[src/rtl/median_moisture_pump_controller_macros.svh]
// Assertion macros shared by the median moisture pump controller RTL.
`ifndef MEDIAN_MOISTURE_PUMP_CONTROLLER_MACROS_SVH
`define MEDIAN_MOISTURE_PUMP_CONTROLLER_MACROS_SVH

// Clocked on clock, quiet during reset.
`define MMPC_ASSERT(label, prop, msg) \
   label: assert property (@(posedge clock) disable iff (reset) prop) else $error(msg);

// Clocked on clock, also checked during reset.
`define MMPC_ASSERT_ALWAYS(label, prop, msg) \
   label: assert property (@(posedge clock) prop) else $error(msg);

`endif

[src/rtl/mmpc_pkg.sv]
// Types, constants and register map of the median moisture pump controller.
package mmpc_pkg;

   localparam int SAMPLES_DEF = 15;

   localparam int SAMPLE_W  = 12;
   localparam int TIME_W    = 32;
   localparam int PCT_W     = 7;
   localparam int CSR_W     = 32;
   localparam int CSR_IDX_W = 3;

   localparam int PCT_SCALE = 100;
   localparam logic [PCT_W-1:0] PCT_MAX = 7'd100;

   // divider: magnitude of (raw - dry) * 100 fits in 19 bits
   localparam int NUM_W     = 19;
   localparam int DIV_STEPS = NUM_W;
   localparam int CNT_W     = 5;

   localparam int Q_DEPTH = 2;
   localparam int Q_AW    = 1;

   localparam logic [CSR_IDX_W-1:0] CSR_DRY_RAW    = 3'd0;
   localparam logic [CSR_IDX_W-1:0] CSR_WET_RAW    = 3'd1;
   localparam logic [CSR_IDX_W-1:0] CSR_LOW_THR    = 3'd2;
   localparam logic [CSR_IDX_W-1:0] CSR_HIGH_THR   = 3'd3;
   localparam logic [CSR_IDX_W-1:0] CSR_MIN_ON     = 3'd4;
   localparam logic [CSR_IDX_W-1:0] CSR_MIN_OFF    = 3'd5;
   localparam logic [CSR_IDX_W-1:0] CSR_MAX_ON     = 3'd6;

   localparam logic [SAMPLE_W-1:0] DRY_RAW_RST  = 12'd3300;
   localparam logic [SAMPLE_W-1:0] WET_RAW_RST  = 12'd1500;
   localparam logic [PCT_W-1:0]    LOW_THR_RST  = 7'd35;
   localparam logic [PCT_W-1:0]    HIGH_THR_RST = 7'd60;
   localparam logic [TIME_W-1:0]   MIN_ON_RST   = 32'd15000;
   localparam logic [TIME_W-1:0]   MIN_OFF_RST  = 32'd10000;
   localparam logic [TIME_W-1:0]   MAX_ON_RST   = 32'd600000;

   typedef struct packed {
      logic [SAMPLE_W-1:0] dry_raw;
      logic [SAMPLE_W-1:0] wet_raw;
      logic [PCT_W-1:0]    low_threshold_pct;
      logic [PCT_W-1:0]    high_threshold_pct;
      logic [TIME_W-1:0]   min_on_ms;
      logic [TIME_W-1:0]   min_off_ms;
      logic [TIME_W-1:0]   max_on_ms;
   } cfg_type;

   typedef struct packed {
      logic [SAMPLE_W-1:0] median;
      logic [TIME_W-1:0]   now_ms;
   } job_type;

endpackage

[src/rtl/mmpc_front.sv]
// Front end: takes samples into a sorted window and queues the median per window.
module mmpc_front #(
   parameter int SAMPLES = mmpc_pkg::SAMPLES_DEF
) (
   input  logic                          clock,
   input  logic                          reset,
   input  logic                          req_valid,
   output logic                          req_ready,
   input  logic [mmpc_pkg::SAMPLE_W-1:0] req_sample,
   input  logic [mmpc_pkg::TIME_W-1:0]   req_now_ms,
   output logic                          push_valid,
   input  logic                          push_ready,
   output mmpc_pkg::job_type             push_job
);
   import mmpc_pkg::*;

   localparam int FW  = (SAMPLES > 1) ? $clog2(SAMPLES) : 1;
   localparam int MID = SAMPLES / 2;

   logic [SAMPLE_W-1:0] sorted_ff [SAMPLES];
   logic [SAMPLE_W-1:0] sorted_in [SAMPLES];
   logic [FW-1:0]       fill_ff;
   logic [FW-1:0]       fill_in;
   logic [SAMPLES-1:0]  keep;
   logic                last_slot;
   logic                accept;

   assign last_slot  = (fill_ff == FW'(SAMPLES - 1));
   assign req_ready  = push_ready || !last_slot;
   assign accept     = req_valid && req_ready;
   assign push_valid = accept && last_slot;

   // one insertion step: entries at or below the new sample stay, the rest move up
   for (genvar k = 0; k < SAMPLES; k++) begin : g_cell
      assign keep[k] = (fill_ff > FW'(k)) && (sorted_ff[k] <= req_sample);
      if (k == 0) begin : g_first
         assign sorted_in[k] = keep[k] ? sorted_ff[k] : req_sample;
      end else begin : g_rest
         assign sorted_in[k] = keep[k]     ? sorted_ff[k] :
                               keep[k - 1] ? req_sample   : sorted_ff[k - 1];
      end
   end

   assign push_job.median = sorted_in[MID];
   assign push_job.now_ms = req_now_ms;

   assign fill_in = last_slot ? '0 : fill_ff + FW'(1);

   always_ff @(posedge clock) begin
      if (reset) begin
         fill_ff <= '0;
      end else if (accept) begin
         fill_ff <= fill_in;
      end
   end

   always_ff @(posedge clock) begin
      if (accept) begin
         sorted_ff <= sorted_in;
      end
   end

endmodule

[src/rtl/mmpc_queue.sv]
// Two-entry queue between the window front end and the pump back end.
module mmpc_queue (
   input  logic              clock,
   input  logic              reset,
   input  logic              push_valid,
   output logic              push_ready,
   input  mmpc_pkg::job_type push_job,
   output logic              pop_valid,
   input  logic              pop_ready,
   output mmpc_pkg::job_type pop_job
);
   import mmpc_pkg::*;

   job_type         entry_ff [Q_DEPTH];
   logic [Q_AW-1:0] wr_ptr_ff;
   logic [Q_AW-1:0] rd_ptr_ff;
   logic [Q_AW:0]   count_ff;
   logic [Q_AW:0]   count_in;
   logic            do_push;
   logic            do_pop;

   assign push_ready = (count_ff != (Q_AW + 1)'(Q_DEPTH));
   assign pop_valid  = (count_ff != '0);
   assign pop_job    = entry_ff[rd_ptr_ff];
   assign do_push    = push_valid && push_ready;
   assign do_pop     = pop_valid && pop_ready;

   always_comb begin
      count_in = count_ff;
      case ({do_push, do_pop})
         2'b10:   count_in = count_ff + (Q_AW + 1)'(1);
         2'b01:   count_in = count_ff - (Q_AW + 1)'(1);
         default: count_in = count_ff;
      endcase
   end

   always_ff @(posedge clock) begin
      if (reset) begin
         wr_ptr_ff <= '0;
         rd_ptr_ff <= '0;
         count_ff  <= '0;
      end else begin
         count_ff <= count_in;
         if (do_push) begin
            wr_ptr_ff <= wr_ptr_ff + Q_AW'(1);
         end
         if (do_pop) begin
            rd_ptr_ff <= rd_ptr_ff + Q_AW'(1);
         end
      end
   end

   always_ff @(posedge clock) begin
      if (do_push) begin
         entry_ff[wr_ptr_ff] <= push_job;
      end
   end

endmodule

[src/rtl/mmpc_back.sv]
// Back end: percent conversion by serial division, pump decision and result register.
module mmpc_back (
   input  logic                          clock,
   input  logic                          reset,
   input  mmpc_pkg::cfg_type             cfg,
   input  logic                          pop_valid,
   output logic                          pop_ready,
   input  mmpc_pkg::job_type             pop_job,
   output logic                          rsp_valid,
   input  logic                          rsp_ready,
   output logic [mmpc_pkg::SAMPLE_W-1:0] rsp_median_raw,
   output logic [mmpc_pkg::PCT_W-1:0]    rsp_moisture_pct,
   output logic                          rsp_pump_on,
   output logic                          rsp_forced_off
);
   import mmpc_pkg::*;

   localparam logic [1:0] ST_IDLE   = 2'd0;
   localparam logic [1:0] ST_DIV    = 2'd1;
   localparam logic [1:0] ST_DECIDE = 2'd2;

   logic [1:0]          state_ff, state_in;
   logic [CNT_W-1:0]    cnt_ff;
   logic [SAMPLE_W-1:0] rem_ff;
   logic [NUM_W-1:0]    dq_ff;
   logic [SAMPLE_W-1:0] den_ff;
   logic                zero_ff;
   logic [SAMPLE_W-1:0] med_ff;
   logic [TIME_W-1:0]   now_ff;
   logic                pump_ff;
   logic [TIME_W-1:0]   last_change_ff;
   logic [TIME_W-1:0]   on_start_ff;
   logic                rsp_valid_ff;
   logic [SAMPLE_W-1:0] rsp_median_ff;
   logic [PCT_W-1:0]    rsp_pct_ff;
   logic                rsp_pump_ff;
   logic                rsp_forced_ff;

   // operand setup
   logic [SAMPLE_W:0]   diff;
   logic [SAMPLE_W:0]   den;
   logic [SAMPLE_W:0]   diff_neg;
   logic [SAMPLE_W:0]   den_neg;
   logic [SAMPLE_W-1:0] diff_mag;
   logic [SAMPLE_W-1:0] den_mag;
   logic [NUM_W-1:0]    num_mag;
   logic                quot_zero;

   // division step
   logic [SAMPLE_W:0]   shifted;
   logic [SAMPLE_W+1:0] trial;
   logic                ge;

   // decision
   logic [PCT_W-1:0]    pct;
   logic                forced;
   logic                pump_mid;
   logic                off_long_enough;
   logic                on_long_enough;
   logic                go_on;
   logic                go_off;
   logic                pump_in;
   logic                pop_fire;
   logic                decide_fire;

   assign pop_ready   = (state_ff == ST_IDLE);
   assign pop_fire    = pop_valid && pop_ready;
   assign decide_fire = (state_ff == ST_DECIDE) && (!rsp_valid_ff || rsp_ready);

   assign diff     = {1'b0, pop_job.median} - {1'b0, cfg.dry_raw};
   assign den      = {1'b0, cfg.wet_raw} - {1'b0, cfg.dry_raw};
   assign diff_neg = -diff;
   assign den_neg  = -den;
   assign diff_mag = diff[SAMPLE_W] ? diff_neg[SAMPLE_W-1:0] : diff[SAMPLE_W-1:0];
   assign den_mag  = den[SAMPLE_W] ? den_neg[SAMPLE_W-1:0] : den[SAMPLE_W-1:0];
   assign num_mag  = NUM_W'(diff_mag) * NUM_W'(PCT_SCALE);
   // opposite signs truncate to zero or below, which clamps to zero
   assign quot_zero = (den == '0) || (diff == '0) || (diff[SAMPLE_W] != den[SAMPLE_W]);

   assign shifted = {rem_ff, dq_ff[NUM_W-1]};
   assign trial   = {1'b0, shifted} - {2'b00, den_ff};
   assign ge      = !trial[SAMPLE_W+1];

   assign pct = zero_ff                       ? '0      :
                (dq_ff > NUM_W'(PCT_SCALE))   ? PCT_MAX : dq_ff[PCT_W-1:0];

   assign forced          = pump_ff && ((now_ff - on_start_ff) >= cfg.max_on_ms);
   assign pump_mid        = pump_ff && !forced;
   assign off_long_enough = forced ? (cfg.min_off_ms == '0)
                                   : ((now_ff - last_change_ff) >= cfg.min_off_ms);
   assign on_long_enough  = (now_ff - last_change_ff) >= cfg.min_on_ms;
   assign go_on           = !pump_mid && off_long_enough && (pct <= cfg.low_threshold_pct);
   assign go_off          = pump_mid && on_long_enough && (pct >= cfg.high_threshold_pct);
   assign pump_in         = go_on ? 1'b1 : (go_off ? 1'b0 : pump_mid);

   always_comb begin
      state_in = state_ff;
      unique case (state_ff)
         ST_IDLE:   if (pop_fire) state_in = ST_DIV;
         ST_DIV:    if (cnt_ff == CNT_W'(1)) state_in = ST_DECIDE;
         ST_DECIDE: if (decide_fire) state_in = ST_IDLE;
         default:   state_in = ST_IDLE;
      endcase
   end

   always_ff @(posedge clock) begin
      if (reset) begin
         state_ff       <= ST_IDLE;
         pump_ff        <= 1'b0;
         last_change_ff <= '0;
         on_start_ff    <= '0;
         rsp_valid_ff   <= 1'b0;
      end else begin
         state_ff <= state_in;
         if (decide_fire) begin
            pump_ff      <= pump_in;
            rsp_valid_ff <= 1'b1;
            if (forced || go_on || go_off) begin
               last_change_ff <= now_ff;
            end
            if (go_on) begin
               on_start_ff <= now_ff;
            end
         end else if (rsp_ready) begin
            rsp_valid_ff <= 1'b0;
         end
      end
   end

   always_ff @(posedge clock) begin
      if (pop_fire) begin
         cnt_ff  <= CNT_W'(DIV_STEPS);
         rem_ff  <= '0;
         dq_ff   <= num_mag;
         den_ff  <= den_mag;
         zero_ff <= quot_zero;
         med_ff  <= pop_job.median;
         now_ff  <= pop_job.now_ms;
      end else if (state_ff == ST_DIV) begin
         cnt_ff <= cnt_ff - CNT_W'(1);
         rem_ff <= ge ? trial[SAMPLE_W-1:0] : shifted[SAMPLE_W-1:0];
         dq_ff  <= {dq_ff[NUM_W-2:0], ge};
      end
   end

   always_ff @(posedge clock) begin
      if (decide_fire) begin
         rsp_median_ff <= med_ff;
         rsp_pct_ff    <= pct;
         rsp_pump_ff   <= pump_in;
         rsp_forced_ff <= forced;
      end
   end

   assign rsp_valid        = rsp_valid_ff;
   assign rsp_median_raw   = rsp_median_ff;
   assign rsp_moisture_pct = rsp_pct_ff;
   assign rsp_pump_on      = rsp_pump_ff;
   assign rsp_forced_off   = rsp_forced_ff;

endmodule

[src/rtl/median_moisture_pump_controller.sv]
// Median-filtered soil moisture pump controller, top level.
//
// Requests carry one 12-bit ADC sample and its millisecond timestamp on a
// valid/ready channel. Every SAMPLES-th request closes a window; the median
// of that window is converted to percent and drives the pump decision, and
// one response (median, percent, pump state, forced-off flag) comes out on
// the rsp_ channel. Other requests produce no response.
// Requests are taken one per cycle. The request that closes a window is
// taken only while the two-entry job queue has room.
// From the closing request to rsp_valid a job leaves the queue, passes the
// bit-serial percent divider and then the registered decision step.
// The back end takes a new window only from idle, after finishing the last;
// when windows close faster, they are absorbed by the queue and then throttle
// the closing request.
// A stalled response holds in the output register; the back end finishes
// its current window and waits, while the front end keeps filling.
// Reset empties the window and queue, turns the pump off, zeroes both
// timestamps and loads the default calibration; csr_ writes take effect at once.
`include "median_moisture_pump_controller_macros.svh"

module median_moisture_pump_controller #(
   parameter int SAMPLES = mmpc_pkg::SAMPLES_DEF
) (
   input  logic                           clock,
   input  logic                           reset,
   input  logic                           req_valid,
   output logic                           req_ready,
   input  logic [mmpc_pkg::SAMPLE_W-1:0]  req_sample,
   input  logic [mmpc_pkg::TIME_W-1:0]    req_now_ms,
   output logic                           rsp_valid,
   input  logic                           rsp_ready,
   output logic [mmpc_pkg::SAMPLE_W-1:0]  rsp_median_raw,
   output logic [mmpc_pkg::PCT_W-1:0]     rsp_moisture_pct,
   output logic                           rsp_pump_on,
   output logic                           rsp_forced_off,
   input  logic                           csr_we,
   input  logic [mmpc_pkg::CSR_IDX_W-1:0] csr_index,
   input  logic [mmpc_pkg::CSR_W-1:0]     csr_wdata
);
   import mmpc_pkg::*;

   cfg_type cfg_ff;
   logic    q_push_valid;
   logic    q_push_ready;
   job_type q_push_job;
   logic    q_pop_valid;
   logic    q_pop_ready;
   job_type q_pop_job;

   always_ff @(posedge clock) begin
      if (reset) begin
         cfg_ff.dry_raw            <= DRY_RAW_RST;
         cfg_ff.wet_raw            <= WET_RAW_RST;
         cfg_ff.low_threshold_pct  <= LOW_THR_RST;
         cfg_ff.high_threshold_pct <= HIGH_THR_RST;
         cfg_ff.min_on_ms          <= MIN_ON_RST;
         cfg_ff.min_off_ms         <= MIN_OFF_RST;
         cfg_ff.max_on_ms          <= MAX_ON_RST;
      end else if (csr_we) begin
         unique case (csr_index)
            CSR_DRY_RAW:  cfg_ff.dry_raw            <= csr_wdata[SAMPLE_W-1:0];
            CSR_WET_RAW:  cfg_ff.wet_raw            <= csr_wdata[SAMPLE_W-1:0];
            CSR_LOW_THR:  cfg_ff.low_threshold_pct  <= csr_wdata[PCT_W-1:0];
            CSR_HIGH_THR: cfg_ff.high_threshold_pct <= csr_wdata[PCT_W-1:0];
            CSR_MIN_ON:   cfg_ff.min_on_ms          <= csr_wdata[TIME_W-1:0];
            CSR_MIN_OFF:  cfg_ff.min_off_ms         <= csr_wdata[TIME_W-1:0];
            CSR_MAX_ON:   cfg_ff.max_on_ms          <= csr_wdata[TIME_W-1:0];
            default:      cfg_ff                    <= cfg_ff;
         endcase
      end
   end

   mmpc_front #(
      .SAMPLES (SAMPLES)
   ) u_front (
      .clock      (clock),
      .reset      (reset),
      .req_valid  (req_valid),
      .req_ready  (req_ready),
      .req_sample (req_sample),
      .req_now_ms (req_now_ms),
      .push_valid (q_push_valid),
      .push_ready (q_push_ready),
      .push_job   (q_push_job)
   );

   mmpc_queue u_queue (
      .clock      (clock),
      .reset      (reset),
      .push_valid (q_push_valid),
      .push_ready (q_push_ready),
      .push_job   (q_push_job),
      .pop_valid  (q_pop_valid),
      .pop_ready  (q_pop_ready),
      .pop_job    (q_pop_job)
   );

   mmpc_back u_back (
      .clock            (clock),
      .reset            (reset),
      .cfg              (cfg_ff),
      .pop_valid        (q_pop_valid),
      .pop_ready        (q_pop_ready),
      .pop_job          (q_pop_job),
      .rsp_valid        (rsp_valid),
      .rsp_ready        (rsp_ready),
      .rsp_median_raw   (rsp_median_raw),
      .rsp_moisture_pct (rsp_moisture_pct),
      .rsp_pump_on      (rsp_pump_on),
      .rsp_forced_off   (rsp_forced_off)
   );

   `MMPC_ASSERT(a_push_has_room, q_push_valid |-> q_push_ready, "window median pushed into a full queue")
   `MMPC_ASSERT(a_pct_range, rsp_valid |-> (rsp_moisture_pct <= PCT_MAX), "moisture percent above 100")
   `MMPC_ASSERT(a_forced_reon, (rsp_valid && rsp_forced_off && rsp_pump_on) |-> (cfg_ff.min_off_ms == '0), "pump back on after forced off with nonzero min off time")

endmodule

[config.mk]
export PLATFORM = sky130hd
export DESIGN_NAME = median_moisture_pump_controller
export DESIGN_NICKNAME = d
export VERILOG_FILES = /design/src/rtl/mmpc_pkg.sv /design/src/rtl/mmpc_front.sv /design/src/rtl/mmpc_queue.sv /design/src/rtl/mmpc_back.sv /design/src/rtl/median_moisture_pump_controller.sv
export VERILOG_INCLUDE_DIRS = /design/src /design/src/rtl
export SDC_FILE = /design/constraint.sdc
export NUM_CORES = 1
export LEC_CHECK = 0
export ABC_CLOCK_PERIOD_IN_PS = 9650
export BUFFER_PORTS_ARGS = -buffer_cell sky130_fd_sc_hd__clkbuf_2
export CORE_UTILIZATION = 60
export CTS_CLUSTER_SIZE = 16
export DETAILED_ROUTE_END_ITERATION = 8
export PLACE_DENSITY = 0.77
export SLEW_MARGIN = 20
export SYNTH_ARGS = -nofsm -noshare
export SYNTH_HDL_FRONTEND = slang
export SYNTH_SLANG_ARGS = --single-unit
[constraint.sdc]
create_clock -name clock -period 9.65 [get_ports clock]
set_clock_uncertainty 0.15 [all_clocks]
set_input_delay 0 -clock clock [delete_from_list [all_inputs] [get_ports clock]]
set_output_delay 0 -clock clock [all_outputs]
set_load 0.005 [all_outputs]
# --- After elaboration in Yosys (flattened, before gate mapping) ---
# Memory sizes are Yosys's and may differ from the RTL's. A register that Yosys moved wholly into a read port is not among the register bits.
# Index checks and enable logic that the tools add are counted.
totals:
  register_bits: 420
  latchBits: 0
  mem_bits_rw: 88
  romBits: 0
  output_inout_bits: 23
  wordCells: 183
  n_memories: 1
memory_table:
  columns: ["name", "words", "word_bits", "read_ports", "rd_clocked_by_memory_dff", "wr", "line", "rtl"]
  rows:
  - ["u_queue.entry_ff", 2, 44, 1, 1, 1, "mmpc_queue.sv:14", "job_type entry_ff [Q_DEPTH];"]
op_classes:
  add_sub_neg: 13
  multipliers: 1
  div: 0
  n_lt_le_gt_ge: 22
  eq_ne: 17
  shift: 0
  n_mux: 30
  n_bitwise: 7
  n_reduce_logical: 56
op_table:
  columns: ["operator", "count"]
  rows:
  - ["two-way mux 12 bit", 11]
  - [">= comparator 32 bit", 3]
  - ["<= comparator 12 bit", 8]
  - ["subtractor 32 bit", 2]
  - ["two-way mux 19 bit", 2]
  - ["logical NOT 32 bit", 1]
  - ["AND reduction 2 bit", 16]
  - ["logical NOT 13 bit", 2]
  - ["subtractor 12 x 12 -> 13 bit", 2]
  - ["negation 12 bit", 2]
  - ["greater-than comparator 19 x 7 -> 1 bit (second input constant)", 1]
  - ["logical AND 1 bit", 19]
  - ["multiplier 12 x 5 -> 17 bit (second input constant)", 1]
  - ["greater-than comparator 4 x 3 -> 1 bit (second input constant)", 4]
  - ["two-way mux 7 bit", 2]
  - ["subtractor 13 x 12 -> 14 bit", 1]
  - ["equality test 3 bit (second input constant)", 3]
  - ["two-way mux 1 bit", 9]
  - ["greater-than comparator 4 x 1 -> 1 bit (second input constant)", 2]
  - ["greater-than comparator 4 x 2 -> 1 bit (second input constant)", 2]
  - ["nonzero test 2 bit", 4]
  - [">= comparator 7 bit", 1]
  - ["<= comparator 7 bit", 1]
  - ["NOT 1 bit", 7]
  - ["other kinds (23)", 40]

# --- Longest topological paths before layout ---
depth:
  word_depth: 11
  mapped_depth: 26
  depth_no_buf: 23

# --- Cells and area by module ---
# A second synthesis with hierarchy kept.
unflattened:
  hier_cells: 3494
  area_unflattened_um2: 33509.6
by_module_without_submodules:
  columns: ["module", "instances", "cells_per_inst", "area_each_um2"]
  rows:
  - ["mmpc_back", 1, 1776, 15762.6]
  - ["mmpc_front", 1, 1058, 9031.2]
  - ["median_moisture_pump_controller", 1, 499, 5330.1]
  - ["mmpc_queue", 1, 161, 3385.7]

# --- Worst setup path before layout ---
# OpenSTA, ideal clock, no wires.
synth_timing:
  path_type: "flip-flop to flip-flop"
  from: "register with a tool-made name"
  to: "register u_back.dq_ff[17] (data pin)"
  arrival_time_ns: 5.761
  t_required_ns: 9.233
  slack_ns: 3.471
  stages_incl_launch_ff: 25
  synth_period_minus_slack_ns: 6.179
  cell_sequence: "dfxtp_1 > clkbuf_1 > buf_1 > mux2i_1 > ha_1 > inv_1 > fa_1 > nand3_1 > a21oi_2 > nor3b_2 > xnor2_1 > or4_4 > or3_4 > o21ai_0 > xnor2_1 > ha_1 > ha_1 > ha_1 > ha_1 > and2_1 > a31o_2 > a211o_1 > o311a_1 > xnor2_1 > o21ai_0"
synth_rtl:
  columns: ["element", "line", "rtl"]
  rows:
  - ["end signal, assigned", "mmpc_back.sv:134", "dq_ff <= num_mag;"]
  - ["end signal, assigned", "mmpc_back.sv:142", "dq_ff <= {dq_ff[NUM_W-2:0], ge};"]
  - ["end, declared", "mmpc_back.sv:25", "logic [NUM_W-1:0] dq_ff;"]

==> results by group <==
Synthesis
  • Syn Inst Count: roughly 3100
  • Mean post-synth cell area: about 9.8 µm²
  • Post-Syn Nets: between 3000 and 4000
  • Yosys reg bits: between 500 and 600
  • Synth async-reset ratio: 0%
  • EDFF count, synth: 279
  • Ys Warns: 0
  • Ys flop type: edfxtp_1
  • Netlist Area Pre-Place: between 0.03 and 0.04 mm²
  • Yosys cell types: 80
  • Post-synthesis sequential area ratio: between 40% and 50%

Timing
  • Endpoints failing setup: 0
  • Unrepaired setup endpoints after global routing: no
  • Final Hold Fails: 0
  • Peak Freq: 154 MHz
  • Worst-margin pin slew: about 1.1 ns
  • TNS Setup: 0 ns
  • Final WS setup: 3.16 ns
  • Final Max Tran Viols: 0
  • Slew margin rel.: ~25%
  • Minimum clock period: about 6.5 ns
  • Part of the cycle the worst path needs: about two thirds

Floorplanning
  • Die X: between 200 and 250 µm
  • Ports: ~110
  • Num rows: ~80
  • Starting Density: around three fifths
  • Die height: about 230 µm
  • Core Area: around 0.050 mm²
  • Full die area: ~0.052 mm²

Setup path
  • Critical Path RT: slightly below 10 ns
  • Worst Path Buf+Inv: 2
  • CP Data Arrival Time: between 6 and 7 ns
  • Most used cell, CP: ha_1
  • Endpoint type of the worst setup path: flip-flop
  • Worst path cell trace: mux2i_1 -> ha_1 -> inv_1 -> fa_1 -> nand3_1 -> a21oi_2 -> and4bb_2 -> o31ai_1 -> o22ai_1 -> o21ai_0 -> xnor2_1 -> ha_1 -> ha_1 -> fa_1 -> ha_1 -> inv_1 -> o21bai_1 -> a21oi_1 -> o21ai_0 -> nand4_1 -> a31oi_1 -> xnor2_1 -> o21ai_0
  • CP peak stage delay: 0.68 ns
  • Worst Setup Start Kind: flip-flop
  • Kind of critical path: reg2reg
  • Slowest CP cell: o22ai_1
  • Top delay family on crit path: compound AO/OA/AOI/OAI gates
  • Highest fanout seen on the critical path: 15

Global routing
  • GRT Overall Usage: 29.5%
  • Vias in the first global route: 24200
  • Total global routing overflow: 0
  • First-pass GRT wire length: roughly 120000 µm
  • Initial antenna violation count: 1
  • Pin count of the biggest net entering global routing: slightly below 90

Finish
  • Fillcell total: between 3000 and 4000
  • Post-route cell area: approximately 0.035 mm²
  • Nets: between 3000 and 4000
  • Share of layout cells above drive strength 1: 12.0%
  • Synth-to-layout area growth: 13.7%
  • Post-route core utilization: about 69%

Clock network
  • Num CTS Buffers: between 50 and 60
  • Clock sinks: ~500
  • CTS tree: built
  • Clock Latency Late Sink: ~0.61 ns
  • CTS Root Cell: clkbuf_16
  • # H-tree levels: 2
  • CTS resizes: 0
  • Clock slew at reported path FFs: approximately 0.060 ns
  • Post-CTS setup buffer count: 0
  • CTS max path bufs: 3

Run status
  • Status: complete, no violations

Drt
  • Vias: ~24000
  • Via density: roughly 6
  • DRT iter0 DRCs: 2055
  • Drt first pass iters: 6
  • Residual DRC: 0
  • Final WL: just under 80000 µm
  • Drt wl/cell: 19.2 µm
  • Antenna Nets Post-Route: 0

Min path
  • Worst hold-check path type: in2reg

Pwr
  • Leakage: about 14 nW
  • Power Dens Cells: about 150 mW/mm²
  • Max rail drop VDD: roughly 0.15 mV

Placed design
  • Port bufs: roughly 110
  • Post-DP Area: between 0.03 and 0.04 mm²
  • Post-place setup slack: about 3.2 ns
  • GPL Wtd Cong: about 0.96
  • DPL Wire Length: ~56000 µm

Job
  • Total of max-cap violations: 0
[flip-flops by register name, summed over array words and instances (netlist names), 19 cells and up, named ones only]
name / cells
u_back.dq_ff: 19
u_front.sorted_ff: 96
u_back.last_change_ff: 32
cfg_ff: 134
u_back.now_ff: 32
u_back.on_start_ff: 32
u_queue.entry_ff: 88
[cell families after synthesis]
kind of cell    after synthesis  synth area share (%)
simple gates                902                  13.7
compound gates              654                  13.9
flops                       509                  42.3
buf+inv                     393                  4.83
fa+ha+maj                   361                  15.0
mux                         190                  6.77
xor+xnor                    119                  3.40
[synth_stat cells (12+ instances only)]
| library cell | count | area (µm²) |
|---|---|---|
| or2_2 | 12 | 75.1 |
| nor2b_1 | 29 | 181 |
| nor4_1 | 24 | 150 |
| nand3_1 | 74 | 370 |
| o21ai_0 | 99 | 495 |
| or4_1 | 34 | 255 |
| nand2_1 | 413 | 1550 |
| nand2b_1 | 29 | 181 |
| nand4_1 | 45 | 282 |
| edfxtp_1 | 279 | 8380 |
| clkbuf_1 | 95 | 357 |
| o21a_1 | 21 | 158 |
| mux2_2 | 140 | 1580 |
| a211oi_1 | 14 | 105 |
| dfxtp_1 | 230 | 4600 |
| nor2_1 | 151 | 567 |
| xor2_1 | 39 | 342 |
| a31oi_1 | 18 | 113 |
| xnor2_1 | 80 | 701 |
| ha_1 | 349 | 4370 |
| a21o_1 | 97 | 728 |
| mux2i_1 | 50 | 500 |
| o211ai_1 | 44 | 330 |
| a32oi_1 | 33 | 289 |
| fa_1 | 12 | 240 |
| inv_1 | 282 | 1060 |
| o21bai_1 | 13 | 97.6 |
| nor3_1 | 33 | 165 |
| a21oi_1 | 218 | 1090 |
| or3_1 | 13 | 81.3 |
[placed cells by master (no fill, tap or decap), types with 80 or more instances in the layout]
master | Yosys | layout
nand2_1 | 413 | 412
ha_1 | 349 | 349
inv_1 | 282 | 280
edfxtp_1 | 279 | 279
dfxtp_1 | 230 | 229
a21oi_1 | 218 | 218
nor2_1 | 151 | 148
mux2_2 | 140 | 140
dlygate4sd3_1 | 0 | 115
clkbuf_2 | 0 | 105
o21ai_0 | 99 | 99
a21o_1 | 97 | 97
xnor2_1 | 80 | 80
[where the power goes]
group | internal, mW | leakage (nW) | switching, mW
Combinational | 0.275 | 8.41 | 0.341
Sequential | 2.34 | 4.41 | 0.0275
Clock | 1.29 | 0.892 | 0.902
[worst reg2reg max path, stage by stage, from the launching register on]
cell	delay [ns]
dfxtp_2	0.54
mux2i_1	0.30
ha_1	0.22
inv_1	0.06
fa_1	0.41
nand3_1	0.14
a21oi_2	0.08
and4bb_2	0.31
o31ai_1	0.10
o22ai_1	0.68
o21ai_0	0.25
xnor2_1	0.34
ha_1	0.30
ha_1	0.31
fa_1	0.46
ha_1	0.29
inv_1	0.06
o21bai_1	0.24
a21oi_1	0.13
o21ai_0	0.26
nand4_1	0.17
a31oi_1	0.20
xnor2_1	0.14
o21ai_0	0.09
[worst paths after layout]
| kind | startpoint | endpoint | slack (ns) | cells after the start |
|---|---|---|---|---|
| setup reg to reg | flip-flop | u_back.dq_ff[18]$_DFFE_PP_ | 3.16 | 23 |
| hold reg to reg | u_back.med_ff[8]$_DFFE_PP_ | u_back.rsp_median_raw[8]$_DFFE_PP_ | 0.27 | 0 |
| hold / removal | req_now_ms[19] | u_queue.entry_ff[0][19]$_DFFE_PP_ | 0.02 | 2 |
| setup / recovery | flip-flop | u_back.dq_ff[18]$_DFFE_PP_ | 3.16 | 23 |
[stage by stage]
stage	power (mW)	cells	hold slack, ns
6_report	5.17	4030	0.0184
5_1_grt	5.36	4030	0.0203
4_1_cts	5.19	4029	0.00650
3_5_place_dp	2.98	3815	0.0446
3_3_place_gp	2.95	3815	0.0405
2_1_floorplan	2.82	3128	-0.0511
[repair_timing]
action,in CTS,in global routing
endpoints found under the setup margin,0,0
hold buffers,115,0
hold endpoints to repair,343,0
[per-layer routing]
metal	GRT usage, %	routed length [µm]	up-vias
li1	-	-	11700
met1	40.0	33900	11700
met2	49.1	36200	870
met3	3.59	5290	156
met4	9.21	2150	0
met5	0	0	-
[area by class of cell]
class / instances / area, µm² / share of cell area, %
Antenna cell: 1 / 2.50 / 0.00717
Multi-Input combinational cell: 2226 / 16300 / 46.7
Tap cell: 672 / 841 / 2.41
Timing Repair Buffer: 240 / 1830 / 5.24
Clock inverter: 36 / 417 / 1.19
Sequential cell: 509 / 13000 / 37.2
Inverter: 283 / 1060 / 3.05
Clock buffer: 63 / 1450 / 4.15
(Power assumes the default switching activity.)
